## src/design/mmop_pkg.sv

```systemverilog
`timescale 1ns / 1ps
`default_nettype none
package mmop_pkg;

	localparam int SAMPLE_W        = 16;
	localparam int LVL_W           = 4;
	localparam int IDX_W           = 13;
	localparam int SIZE_W          = 14;
	localparam int CNT_W           = 24;
	localparam int BASE_W          = 16;
	localparam int STRIDE_W        = 12;
	localparam int SPB_W           = BASE_W + STRIDE_W;
	localparam int SAMPLES_W       = 35;
	localparam int FILL_W          = 12;
	localparam int MAX_TOP_BUCKETS = 8192;
	localparam int TOP_SHIFT       = $clog2(MAX_TOP_BUCKETS);
	localparam int STOP_SIZE       = 32;
	localparam int MAX_LEVELS      = 9;
	localparam int NUM_W           = CNT_W + 1;
	localparam int DIV_CNT_W       = $clog2(NUM_W + 1);
	localparam int REM_W           = STRIDE_W;
	localparam int CFG_IDX_W       = 2;
	localparam int BASE_RESET      = 256;

	localparam logic [CFG_IDX_W-1:0] REG_COUNT = 2'd0;
	localparam logic [CFG_IDX_W-1:0] REG_BASE  = 2'd1;

	typedef enum logic [1:0] {
		SETUP_IDLE,
		SETUP_START,
		SETUP_DIV,
		SETUP_SIZE
	} setup_state_t;

	typedef struct packed {
		logic [CNT_W-1:0]                   count;
		logic [STRIDE_W-1:0]                stride;
		logic [SPB_W-1:0]                   spb;
		logic [MAX_LEVELS-1:0][SIZE_W-1:0]  size;
		logic [MAX_LEVELS-1:0]              has_next;
	} geom_t;

	typedef struct packed {
		logic signed [SAMPLE_W-1:0] mn;
		logic signed [SAMPLE_W-1:0] mx;
	} close_t;

endpackage
`default_nettype wire

```

## src/design/min_max_overview_pyramid.sv

```systemverilog
`timescale 1ns / 1ps
`default_nettype none
// Builds a min/max overview pyramid from a stream of (min, max) bucket pairs. Write the
// pair count (register 0, which also restarts the stream) and the samples per pair
// (register 1) first; after any register write the block computes the stride and the
// level sizes with a bit-serial divider and holds s_axis_tready low while it does so.
// Pairs are then taken one per cycle unless the result walk or m_axis_tready holds
// them. A pair that closes a level-0 bucket releases between 1 and 9 result buckets,
// one per cycle through the output register while m_axis_tready allows, as the walk
// climbs the levels; the next closing pair waits until that walk issues its last result.
// Pairs beyond the configured count are taken and dropped.
module min_max_overview_pyramid (
	input  wire         clk,
	input  wire         arst_n,
	input  wire         cfg_valid,
	output logic        cfg_ready,
	input  wire  [1:0]  cfg_index,
	input  wire  [23:0] cfg_data,
	input  wire         s_axis_tvalid,
	output logic        s_axis_tready,
	input  wire  [31:0] s_axis_tdata,  // sample_min, sample_max
	output logic        m_axis_tvalid,
	input  wire         m_axis_tready,
	output logic [79:0] m_axis_tdata,  // bucket_index, bucket_min, bucket_max, samples_in_bucket
	output logic [3:0]  m_axis_tuser,  // level
	output logic        m_axis_tlast   // last_of_run
);

	mmop_pkg::geom_t  geom;
	mmop_pkg::close_t close;
	logic             busy;
	logic             clear;
	logic             cfg_fire;
	logic             close_valid;
	logic             close_ready;

	logic [mmop_pkg::IDX_W-1:0]     out_index;
	logic [mmop_pkg::SAMPLE_W-1:0]  out_min;
	logic [mmop_pkg::SAMPLE_W-1:0]  out_max;
	logic [mmop_pkg::SAMPLES_W-1:0] out_samples;

	assign cfg_ready = 1'b1;
	assign cfg_fire  = cfg_valid && cfg_ready;

	mmop_setup u_setup (
		.clk       (clk),
		.arst_n    (arst_n),
		.cfg_valid (cfg_fire),
		.cfg_index (cfg_index),
		.cfg_data  (cfg_data),
		.geom      (geom),
		.busy      (busy),
		.clear     (clear)
	);

	mmop_group u_group (
		.clk         (clk),
		.arst_n      (arst_n),
		.clear       (clear),
		.busy        (busy),
		.geom        (geom),
		.in_valid    (s_axis_tvalid),
		.in_ready    (s_axis_tready),
		.in_min      (s_axis_tdata[15:0]),
		.in_max      (s_axis_tdata[31:16]),
		.close_valid (close_valid),
		.close_ready (close_ready),
		.close       (close)
	);

	mmop_walk u_walk (
		.clk         (clk),
		.arst_n      (arst_n),
		.clear       (clear),
		.geom        (geom),
		.close_valid (close_valid),
		.close_ready (close_ready),
		.close       (close),
		.out_valid   (m_axis_tvalid),
		.out_ready   (m_axis_tready),
		.out_level   (m_axis_tuser),
		.out_index   (out_index),
		.out_min     (out_min),
		.out_max     (out_max),
		.out_samples (out_samples),
		.out_last    (m_axis_tlast)
	);

	assign m_axis_tdata = {out_samples, out_max, out_min, out_index};

endmodule
`default_nettype wire

```

## src/design/mmop_setup.sv

```systemverilog
`timescale 1ns / 1ps
`default_nettype none
module mmop_setup (
	input  wire                                clk,
	input  wire                                arst_n,
	input  wire                                cfg_valid,
	input  wire [mmop_pkg::CFG_IDX_W-1:0]      cfg_index,
	input  wire [mmop_pkg::CNT_W-1:0]          cfg_data,
	output mmop_pkg::geom_t                    geom,
	output logic                               busy,
	output logic                               clear
);

	mmop_pkg::setup_state_t state_q, state_d;

	logic [mmop_pkg::CNT_W-1:0]                       count_q;
	logic [mmop_pkg::BASE_W-1:0]                      base_q;
	logic [mmop_pkg::STRIDE_W-1:0]                    stride_q;
	logic [mmop_pkg::SPB_W-1:0]                       spb_q;
	logic [mmop_pkg::MAX_LEVELS-1:0][mmop_pkg::SIZE_W-1:0] size_q;
	logic [mmop_pkg::MAX_LEVELS-1:0]                  has_next_q;
	logic [mmop_pkg::NUM_W-1:0]                       num_q;
	logic [mmop_pkg::REM_W-1:0]                       rem_q;
	logic [mmop_pkg::DIV_CNT_W-1:0]                   div_cnt_q;
	logic [mmop_pkg::LVL_W-1:0]                       k_q;
	logic [mmop_pkg::SIZE_W-1:0]                      cur_size_q;
	logic                                             cur_exists_q;

	logic [mmop_pkg::NUM_W-1:0]    stride_wide;
	logic [mmop_pkg::STRIDE_W-1:0] stride_c;
	logic [mmop_pkg::REM_W:0]      rem_shift;
	logic                          rem_ge;
	logic [mmop_pkg::REM_W:0]      rem_sub;
	logic [mmop_pkg::NUM_W-1:0]    num_next;
	logic                          nxt_exists;
	logic [mmop_pkg::SIZE_W:0]     half_sum;
	logic [mmop_pkg::SIZE_W-1:0]   nxt_size;
	logic [mmop_pkg::LVL_W-1:0]    k_prev;

	assign clear = cfg_valid && (cfg_index == mmop_pkg::REG_COUNT);
	assign busy  = (state_q != mmop_pkg::SETUP_IDLE);

	// stride = max(1, ceil(count / top buckets))
	always_comb begin
		stride_wide = ({1'b0, count_q} + mmop_pkg::NUM_W'(mmop_pkg::MAX_TOP_BUCKETS - 1))
			>> mmop_pkg::TOP_SHIFT;
		stride_c = (stride_wide == '0) ? mmop_pkg::STRIDE_W'(1)
			: stride_wide[mmop_pkg::STRIDE_W-1:0];
	end

	always_comb begin
		rem_shift = {rem_q, num_q[mmop_pkg::NUM_W-1]};
		rem_ge    = rem_shift >= {1'b0, stride_q};
		rem_sub   = rem_ge ? (rem_shift - {1'b0, stride_q}) : rem_shift;
		num_next  = {num_q[mmop_pkg::NUM_W-2:0], rem_ge};
	end

	always_comb begin
		nxt_exists = cur_exists_q && (cur_size_q > mmop_pkg::SIZE_W'(mmop_pkg::STOP_SIZE));
		half_sum   = {1'b0, cur_size_q} + (mmop_pkg::SIZE_W + 1)'(1);
		nxt_size   = nxt_exists ? half_sum[mmop_pkg::SIZE_W:1] : '0;
		k_prev     = k_q - mmop_pkg::LVL_W'(1);
	end

	always_comb begin
		state_d = state_q;
		case (state_q)
			mmop_pkg::SETUP_IDLE: begin
				if (cfg_valid) begin
					state_d = mmop_pkg::SETUP_START;
				end
			end
			mmop_pkg::SETUP_START: begin
				state_d = mmop_pkg::SETUP_DIV;
			end
			mmop_pkg::SETUP_DIV: begin
				if (div_cnt_q == mmop_pkg::DIV_CNT_W'(mmop_pkg::NUM_W - 1)) begin
					state_d = mmop_pkg::SETUP_SIZE;
				end
			end
			mmop_pkg::SETUP_SIZE: begin
				if (k_q == mmop_pkg::LVL_W'(mmop_pkg::MAX_LEVELS - 1)) begin
					state_d = mmop_pkg::SETUP_IDLE;
				end
			end
			default: begin
				state_d = mmop_pkg::SETUP_IDLE;
			end
		endcase
		if (cfg_valid) begin
			state_d = mmop_pkg::SETUP_START;
		end
	end

	always_ff @(posedge clk or negedge arst_n) begin
		if (!arst_n) begin
			state_q <= mmop_pkg::SETUP_IDLE;
		end else begin
			state_q <= state_d;
		end
	end

	always_ff @(posedge clk or negedge arst_n) begin
		if (!arst_n) begin
			count_q      <= '0;
			base_q       <= mmop_pkg::BASE_W'(mmop_pkg::BASE_RESET);
			stride_q     <= mmop_pkg::STRIDE_W'(1);
			spb_q        <= mmop_pkg::SPB_W'(mmop_pkg::BASE_RESET);
			size_q       <= '0;
			has_next_q   <= '0;
			num_q        <= '0;
			rem_q        <= '0;
			div_cnt_q    <= '0;
			k_q          <= '0;
			cur_size_q   <= '0;
			cur_exists_q <= 1'b0;
		end else begin
			if (cfg_valid) begin
				if (cfg_index == mmop_pkg::REG_COUNT) begin
					count_q <= cfg_data;
				end else if (cfg_index == mmop_pkg::REG_BASE) begin
					base_q <= (cfg_data[mmop_pkg::BASE_W-1:0] == '0) ? mmop_pkg::BASE_W'(1)
						: cfg_data[mmop_pkg::BASE_W-1:0];
				end
			end else begin
				case (state_q)
					mmop_pkg::SETUP_START: begin
						stride_q  <= stride_c;
						spb_q     <= mmop_pkg::SPB_W'(base_q * stride_c);
						num_q     <= {1'b0, count_q} + mmop_pkg::NUM_W'(stride_c)
							- mmop_pkg::NUM_W'(1);
						rem_q     <= '0;
						div_cnt_q <= '0;
					end
					mmop_pkg::SETUP_DIV: begin
						num_q     <= num_next;
						rem_q     <= rem_sub[mmop_pkg::REM_W-1:0];
						div_cnt_q <= div_cnt_q + mmop_pkg::DIV_CNT_W'(1);
						if (div_cnt_q == mmop_pkg::DIV_CNT_W'(mmop_pkg::NUM_W - 1)) begin
							size_q[0]    <= num_next[mmop_pkg::SIZE_W-1:0];
							cur_size_q   <= num_next[mmop_pkg::SIZE_W-1:0];
							cur_exists_q <= 1'b1;
							has_next_q   <= '0;
							k_q          <= mmop_pkg::LVL_W'(1);
						end
					end
					mmop_pkg::SETUP_SIZE: begin
						size_q[k_q]        <= nxt_size;
						has_next_q[k_prev] <= nxt_exists;
						cur_size_q         <= nxt_size;
						cur_exists_q       <= nxt_exists;
						k_q                <= k_q + mmop_pkg::LVL_W'(1);
					end
					default: begin
					end
				endcase
			end
		end
	end

	assign geom.count    = count_q;
	assign geom.stride   = stride_q;
	assign geom.spb      = spb_q;
	assign geom.size     = size_q;
	assign geom.has_next = has_next_q;

endmodule
`default_nettype wire

```

## src/design/mmop_group.sv

```systemverilog
`timescale 1ns / 1ps
`default_nettype none
module mmop_group (
	input  wire                                   clk,
	input  wire                                   arst_n,
	input  wire                                   clear,
	input  wire                                   busy,
	input  mmop_pkg::geom_t                       geom,
	input  wire                                   in_valid,
	output logic                                  in_ready,
	input  wire signed [mmop_pkg::SAMPLE_W-1:0]   in_min,
	input  wire signed [mmop_pkg::SAMPLE_W-1:0]   in_max,
	output logic                                  close_valid,
	input  wire                                   close_ready,
	output mmop_pkg::close_t                      close
);

	logic                               valid_s1;
	logic signed [mmop_pkg::SAMPLE_W-1:0] min_s1;
	logic signed [mmop_pkg::SAMPLE_W-1:0] max_s1;

	logic signed [mmop_pkg::SAMPLE_W-1:0] group_min_q;
	logic signed [mmop_pkg::SAMPLE_W-1:0] group_max_q;
	logic [mmop_pkg::FILL_W-1:0]          group_fill_q;
	logic [mmop_pkg::CNT_W-1:0]           items_seen_q;

	logic                                 live;
	logic signed [mmop_pkg::SAMPLE_W-1:0] new_min;
	logic signed [mmop_pkg::SAMPLE_W-1:0] new_max;
	logic [mmop_pkg::FILL_W:0]            fill_inc;
	logic [mmop_pkg::CNT_W:0]             seen_inc;
	logic                                 closes;
	logic                                 advance;

	always_comb begin
		live     = valid_s1 && (items_seen_q < geom.count);
		new_min  = (min_s1 < group_min_q) ? min_s1 : group_min_q;
		new_max  = (max_s1 > group_max_q) ? max_s1 : group_max_q;
		fill_inc = {1'b0, group_fill_q} + (mmop_pkg::FILL_W + 1)'(1);
		seen_inc = {1'b0, items_seen_q} + (mmop_pkg::CNT_W + 1)'(1);
		closes   = (fill_inc >= (mmop_pkg::FILL_W + 1)'(geom.stride))
			|| (seen_inc >= {1'b0, geom.count});
		advance  = !(live && closes) || close_ready;
	end

	assign close_valid = live && closes;
	assign close.mn    = new_min;
	assign close.mx    = new_max;
	assign in_ready    = !busy && (!valid_s1 || advance);

	always_ff @(posedge clk) begin
		if (in_valid && in_ready) begin
			min_s1 <= in_min;
			max_s1 <= in_max;
		end
	end

	always_ff @(posedge clk or negedge arst_n) begin
		if (!arst_n) begin
			valid_s1     <= 1'b0;
			group_min_q  <= '0;
			group_max_q  <= '0;
			group_fill_q <= '0;
			items_seen_q <= '0;
		end else if (clear) begin
			valid_s1     <= 1'b0;
			group_min_q  <= '0;
			group_max_q  <= '0;
			group_fill_q <= '0;
			items_seen_q <= '0;
		end else begin
			if (in_ready) begin
				valid_s1 <= in_valid;
			end
			if (live && advance) begin
				items_seen_q <= seen_inc[mmop_pkg::CNT_W-1:0];
				if (closes) begin
					group_min_q  <= '0;
					group_max_q  <= '0;
					group_fill_q <= '0;
				end else begin
					group_min_q  <= new_min;
					group_max_q  <= new_max;
					group_fill_q <= fill_inc[mmop_pkg::FILL_W-1:0];
				end
			end
		end
	end

endmodule
`default_nettype wire

```

## src/design/mmop_walk.sv

```systemverilog
`timescale 1ns / 1ps
`default_nettype none
module mmop_walk (
	input  wire                                    clk,
	input  wire                                    arst_n,
	input  wire                                    clear,
	input  mmop_pkg::geom_t                        geom,
	input  wire                                    close_valid,
	output logic                                   close_ready,
	input  mmop_pkg::close_t                       close,
	output logic                                   out_valid,
	input  wire                                    out_ready,
	output logic [mmop_pkg::LVL_W-1:0]             out_level,
	output logic [mmop_pkg::IDX_W-1:0]             out_index,
	output logic [mmop_pkg::SAMPLE_W-1:0]          out_min,
	output logic [mmop_pkg::SAMPLE_W-1:0]          out_max,
	output logic [mmop_pkg::SAMPLES_W-1:0]         out_samples,
	output logic                                   out_last
);

	logic                                 active_q;
	logic [mmop_pkg::LVL_W-1:0]           lv_q;
	logic signed [mmop_pkg::SAMPLE_W-1:0] mn_q;
	logic signed [mmop_pkg::SAMPLE_W-1:0] mx_q;

	logic signed [mmop_pkg::MAX_LEVELS-1:0][mmop_pkg::SAMPLE_W-1:0] pend_min_q;
	logic signed [mmop_pkg::MAX_LEVELS-1:0][mmop_pkg::SAMPLE_W-1:0] pend_max_q;
	logic [mmop_pkg::MAX_LEVELS-1:0]                                pend_valid_q;
	logic [mmop_pkg::MAX_LEVELS-1:0][mmop_pkg::IDX_W-1:0]           next_idx_q;

	logic                                 m_valid_q;
	logic [mmop_pkg::LVL_W-1:0]           m_level_q;
	logic [mmop_pkg::IDX_W-1:0]           m_index_q;
	logic [mmop_pkg::SAMPLE_W-1:0]        m_min_q;
	logic [mmop_pkg::SAMPLE_W-1:0]        m_max_q;
	logic [mmop_pkg::SAMPLES_W-1:0]       m_samples_q;
	logic                                 m_last_q;

	logic                                 emit;
	logic [mmop_pkg::IDX_W-1:0]           idx;
	logic [mmop_pkg::SIZE_W-1:0]          idx_inc;
	logic                                 last_here;
	logic                                 has_next;
	logic                                 pv;
	logic signed [mmop_pkg::SAMPLE_W-1:0] pmn;
	logic signed [mmop_pkg::SAMPLE_W-1:0] pmx;
	logic                                 stop;
	logic                                 load;

	always_comb begin
		emit      = active_q && (!m_valid_q || out_ready);
		idx       = next_idx_q[lv_q];
		idx_inc   = {1'b0, idx} + mmop_pkg::SIZE_W'(1);
		last_here = idx_inc >= geom.size[lv_q];
		has_next  = geom.has_next[lv_q];
		pv        = pend_valid_q[lv_q];
		pmn       = pend_min_q[lv_q];
		pmx       = pend_max_q[lv_q];
		stop      = !has_next || (!pv && !last_here);
		load      = close_valid && close_ready;
	end

	assign close_ready = !active_q || (emit && stop);

	always_ff @(posedge clk) begin
		if (emit) begin
			m_level_q   <= lv_q;
			m_index_q   <= idx;
			m_min_q     <= mn_q;
			m_max_q     <= mx_q;
			m_samples_q <= mmop_pkg::SAMPLES_W'(geom.spb) << lv_q;
			m_last_q    <= stop;
		end
		if (load) begin
			mn_q <= close.mn;
			mx_q <= close.mx;
		end else if (emit && has_next && pv) begin
			if (pmn < mn_q) begin
				mn_q <= pmn;
			end
			if (pmx > mx_q) begin
				mx_q <= pmx;
			end
		end
		if (emit && has_next && !pv && !last_here) begin
			pend_min_q[lv_q] <= mn_q;
			pend_max_q[lv_q] <= mx_q;
		end
	end

	always_ff @(posedge clk or negedge arst_n) begin
		if (!arst_n) begin
			active_q     <= 1'b0;
			lv_q         <= '0;
			pend_valid_q <= '0;
			next_idx_q   <= '0;
			m_valid_q    <= 1'b0;
		end else if (clear) begin
			active_q     <= 1'b0;
			lv_q         <= '0;
			pend_valid_q <= '0;
			next_idx_q   <= '0;
			m_valid_q    <= 1'b0;
		end else begin
			if (emit) begin
				m_valid_q        <= 1'b1;
				next_idx_q[lv_q] <= idx + mmop_pkg::IDX_W'(1);
				if (has_next && pv) begin
					pend_valid_q[lv_q] <= 1'b0;
				end else if (has_next && !last_here) begin
					pend_valid_q[lv_q] <= 1'b1;
				end
				if (stop) begin
					active_q <= 1'b0;
				end else begin
					lv_q <= lv_q + mmop_pkg::LVL_W'(1);
				end
			end else if (out_ready) begin
				m_valid_q <= 1'b0;
			end
			if (load) begin
				active_q <= 1'b1;
				lv_q     <= '0;
			end
		end
	end

	assign out_valid   = m_valid_q;
	assign out_level   = m_level_q;
	assign out_index   = m_index_q;
	assign out_min     = m_min_q;
	assign out_max     = m_max_q;
	assign out_samples = m_samples_q;
	assign out_last    = m_last_q;

endmodule
`default_nettype wire
```

## config.mk

```make
export PLATFORM = sky130hd
export DESIGN_NAME = min_max_overview_pyramid
export DESIGN_NICKNAME = d
export VERILOG_FILES = /design/src/design/mmop_pkg.sv /design/src/design/min_max_overview_pyramid.sv /design/src/design/mmop_setup.sv /design/src/design/mmop_group.sv /design/src/design/mmop_walk.sv
export SDC_FILE = /design/constraint.sdc
export NUM_CORES = 2
export LEC_CHECK = 0
export BUFFER_PORTS_ARGS = -buffer_cell sky130_fd_sc_hd__buf_2
export CAP_MARGIN = 30
export CORE_ASPECT_RATIO = 1.75
export CORE_UTILIZATION = 45
export DETAILED_ROUTE_END_ITERATION = 8
export SYNTH_ARGS = -nofsm -noshare
export SYNTH_HDL_FRONTEND = slang
export SYNTH_HIERARCHICAL = 1
export SYNTH_SLANG_ARGS = --single-unit
```

## constraint.sdc

```tcl
create_clock -name clk -period 20.8 [get_ports clk]
set_clock_uncertainty 0.1 [all_clocks]
set_input_delay 2.08 -clock clk [delete_from_list [all_inputs] [get_ports clk]]
set_output_delay 2.08 -clock clk [all_outputs]
set_load 0.03 [all_outputs]
```

==> metrics <==
# setup viols final 0; fmax 107.8 MHz; Hold Path Class flop to flop; wire length of the first global-routing pass 224,200 um; synth warn 6; total track usage 25.15%; DIE WIDTH 259.3 um; mapped cell area 52,120 um2; required time of the critical path 18.62 ns; Max Root-Sink Buffers 3; worst reg2reg path depth 20; Power Density 137.3 nW/um2; WP data arrival 7.09 ns; critical path endpoint category primary output; Reg power frac 30.5%; RSZ-0062 raised after global routing false; Multi-input gate area 24,450 um2; Post-CTS Resized 0; EDFF count, synth 437; fin area 57,710 um2; vias in the first global route 37,920; DR WL/cell 23.05 um; Crit. Startpoint u_walk/lv_q[3]; busiest grt layer met2; grt met1 use 27.65%; GPL Wtd Cong 0.9310; fillers 10,270; Switching Power 3.235 mW; CTS Hold Bufs 0; Worst Tran Pin Value 1.182 ns; reg2reg start u_walk/lv_q[3]; hpwl dp 102,200 um; core area 114,500 um2; Yosys cell types 106; clk_lat worst skew 0.73 ns; end of the critical path s_axis_tready; CTS root buf clkbuf_16; peak supply drop 0.1461 mV; CP Class flop to primary output; Overflow after GRT 0; number of port buffers 149; Net count, final 5,225; pin count of the biggest net entering global routing 150; sequential fraction of the synthesis area 48.18%; FF+latch count, synth 916; Synth Flop Type dfrtp_1; layout cell share with drive strength beyond 1 12.45%; post-route DRC violation count 0; Max Slew Vio Count 0; Post-synth ARST share 52.29%; max-cap violations 0; met3 Use GR 3.251%; Worst slew margin 21.21%; cells after synthesis 4,674; row count 164; Setup TNS 0 ns; die area 117,300 um2; M2 GR Usage 46.41%; area post-placement 54,450 um2; Area Growth Syn to Fin 10.71%; Post-DRT Antenna Nets 0; IO Count 151; TritonCTS Buffers 88; Num Clock Sinks 916; initial antenna violation count 6; clock-pin slew on the worst setup and hold paths 0.06 ns; Seq. cell area 25,130 um2; post-CTS setup buffers 0; syn nets 5,160; combinational share of power 47.3%; CP max FO 72; Starting Density 45.52%; Pint 4.691 mW; Hold Violations, Final 0; CTS tree built; Hold WS 0.3755 ns; fin crit share 44.58%; Critical Path Source Type flop; clock share of power 22.1%; vias per inst 5.760; DRT iter0 DRCs 2,274; Pre-Repair DR Iteration Count 5; Pleak 24.37 nW; H-tree depth 3; outcome finished clean; vias 36,340; mean post-synth cell area 11.15 um2; Tmin final 9.274 ns; Switching Fraction 40.81%; Die Y 452.2 um; total wire length 145,400 um; Worst R2R End u_group/group_fill_q[8]; reg2reg setup slack 12.69 ns
critical path, cell delays in order (launching register included):
cell and delay [ns]:
dfrtp_4 0.95, nand2b_2 0.32, buf_4 0.67, o21ai_0 0.21, o22ai_1 0.23, clkinv_1 0.34
ha_1 0.35, nand3_1 0.12, nor2_1 0.07, xnor2_1 0.75, ha_1 0.40, a21o_1 0.16
a21oi_1 0.19, a211o_1 0.19, a31oi_2 0.26, o21ai_0 0.25, buf_4 0.19, inv_1 0.05
a31oi_1 0.33, buf_2 0.28
how the worst min path moves through the flow:
stage / start / end / slack [ns] / cells after the start
after floorplan: u_walk/lv_q[3] / u_walk/out_level[3] / 0.32 / 0
after global placement: u_setup/geom[99] / u_setup/geom[99] / 0.35 / 2
after detailed placement: u_setup/geom[35] / u_setup/geom[35] / 0.37 / 2
after CTS: u_setup/geom[86] / u_setup/geom[86] / 0.38 / 2
after global routing: u_setup/geom[89] / u_setup/geom[89] / 0.39 / 2
final: u_setup/geom[85] / u_setup/geom[85] / 0.38 / 2
cell type report:
class / count / area share [%]
diodes: 1 / 0.004337
flip-flops and latches: 916 / 43.54
well taps: 1494 / 3.239
inverters: 404 / 2.634
multi-input cells: 3104 / 42.37
repair buffers: 225 / 2.739
clock inverters: 51 / 1.333
clock buffers: 113 / 4.139
state kept, by name, indices dropped and copies added, names as in the netlist, 24 cells and up:
register,cells
u_walk/pend_min_q,144
u_walk/out_samples,35
u_setup/spb_q,28
u_group/items_seen_q,24
u_walk/next_idx_q,117
u_setup/num_q,25
u_walk/pend_max_q,144
u_setup/geom,126
u_setup/count_q,24
layer usage:
metal	part of all wire (%)	vias up
li1	-	16800
met2	53	950
met4	5.7	2
met5	0.0048	-
met1	37	18270
met3	4.4	312
power by group through the flow:
| stage | Clock, mW | Sequential, mW | Combinational, mW |
|---|---|---|---|
| floorplan | 0 | 2.37 | 2.87 |
| global placement | 0 | 2.45 | 3.70 |
| detailed placement | 0 | 2.46 | 3.75 |
| CTS | 1.79 | 2.42 | 3.78 |
| global route | 1.85 | 2.45 | 4.27 |
| finish | 1.75 | 2.42 | 3.75 |
Yosys cell counts, types with 33 or more instances:
cell type / count / share of area, %
o22ai_1: 60 / 0.72
inv_1: 396 / 2.9
nand4_1: 42 / 0.50
mux2i_1: 212 / 4.1
nand2b_1: 33 / 0.40
xnor2_1: 62 / 1.0
xor2_1: 65 / 1.1
a22o_1: 139 / 2.3
clkbuf_1: 162 / 1.2
and2_1: 67 / 0.80
edfxtp_1: 437 / 25
dfrtp_1: 476 / 23
o31ai_1: 61 / 0.88
a21o_1: 33 / 0.48
nor2_1: 229 / 1.6
ha_1: 281 / 6.7
fa_1: 142 / 5.5
nand3_1: 83 / 0.80
and3_1: 35 / 0.42
a21oi_1: 194 / 1.9
nor3_1: 40 / 0.38
mux2_2: 73 / 1.6
nand2_1: 521 / 3.8
mux4_2: 58 / 2.5
buf_2: 37 / 0.36
o21ai_0: 294 / 2.8
kinds of logic after synthesis:
group / synth area share, %
AND/OR/NAND/NOR: 10.62
AO/OA/AOI/OAI: 12.88
flip-flops: 48.18
buffers and inverters: 5.250
adder cells (fa/ha/maj): 12.20
multiplexers: 8.435
XOR/XNOR: 2.427
other: 0.007194
per-stage QoR:
step / cells / util, % / power (mW) / setup WS [ns]
6_report: 6308 / 50.40 / 7.925 / 11.53
3_5_place_dp: 6139 / 47.56 / 6.209 / 12.43
3_3_place_gp: 6126 / 47.34 / 6.149 / 12.47
5_1_grt: 6308 / 50.40 / 8.576 / 11.29
2_1_floorplan: 4674 / - / 5.234 / 13.79
4_1_cts: 6303 / 50.32 / 7.994 / 11.58
placed cells by master, fill, tap and decap left out, types with 42 or more instances in the layout:
cell type,netlist,layout
edfxtp_1,437,437
dfrtp_1,476,472
nand4_1,42,42
o21ai_0,294,294
o22ai_1,60,59
inv_1,396,394
mux4_2,58,58
buf_4,15,56
a22o_1,139,139
mux2i_1,212,212
mux2_2,73,73
ha_1,281,281
a21oi_1,194,186
buf_2,37,148
nand3_1,83,83
fa_1,142,142
o31ai_1,61,61
xor2_1,65,65
xnor2_1,62,61
clkbuf_16,0,90
and2_1,67,66
nand2_1,521,521
nor2_1,229,213
(Power assumes the default switching activity.)
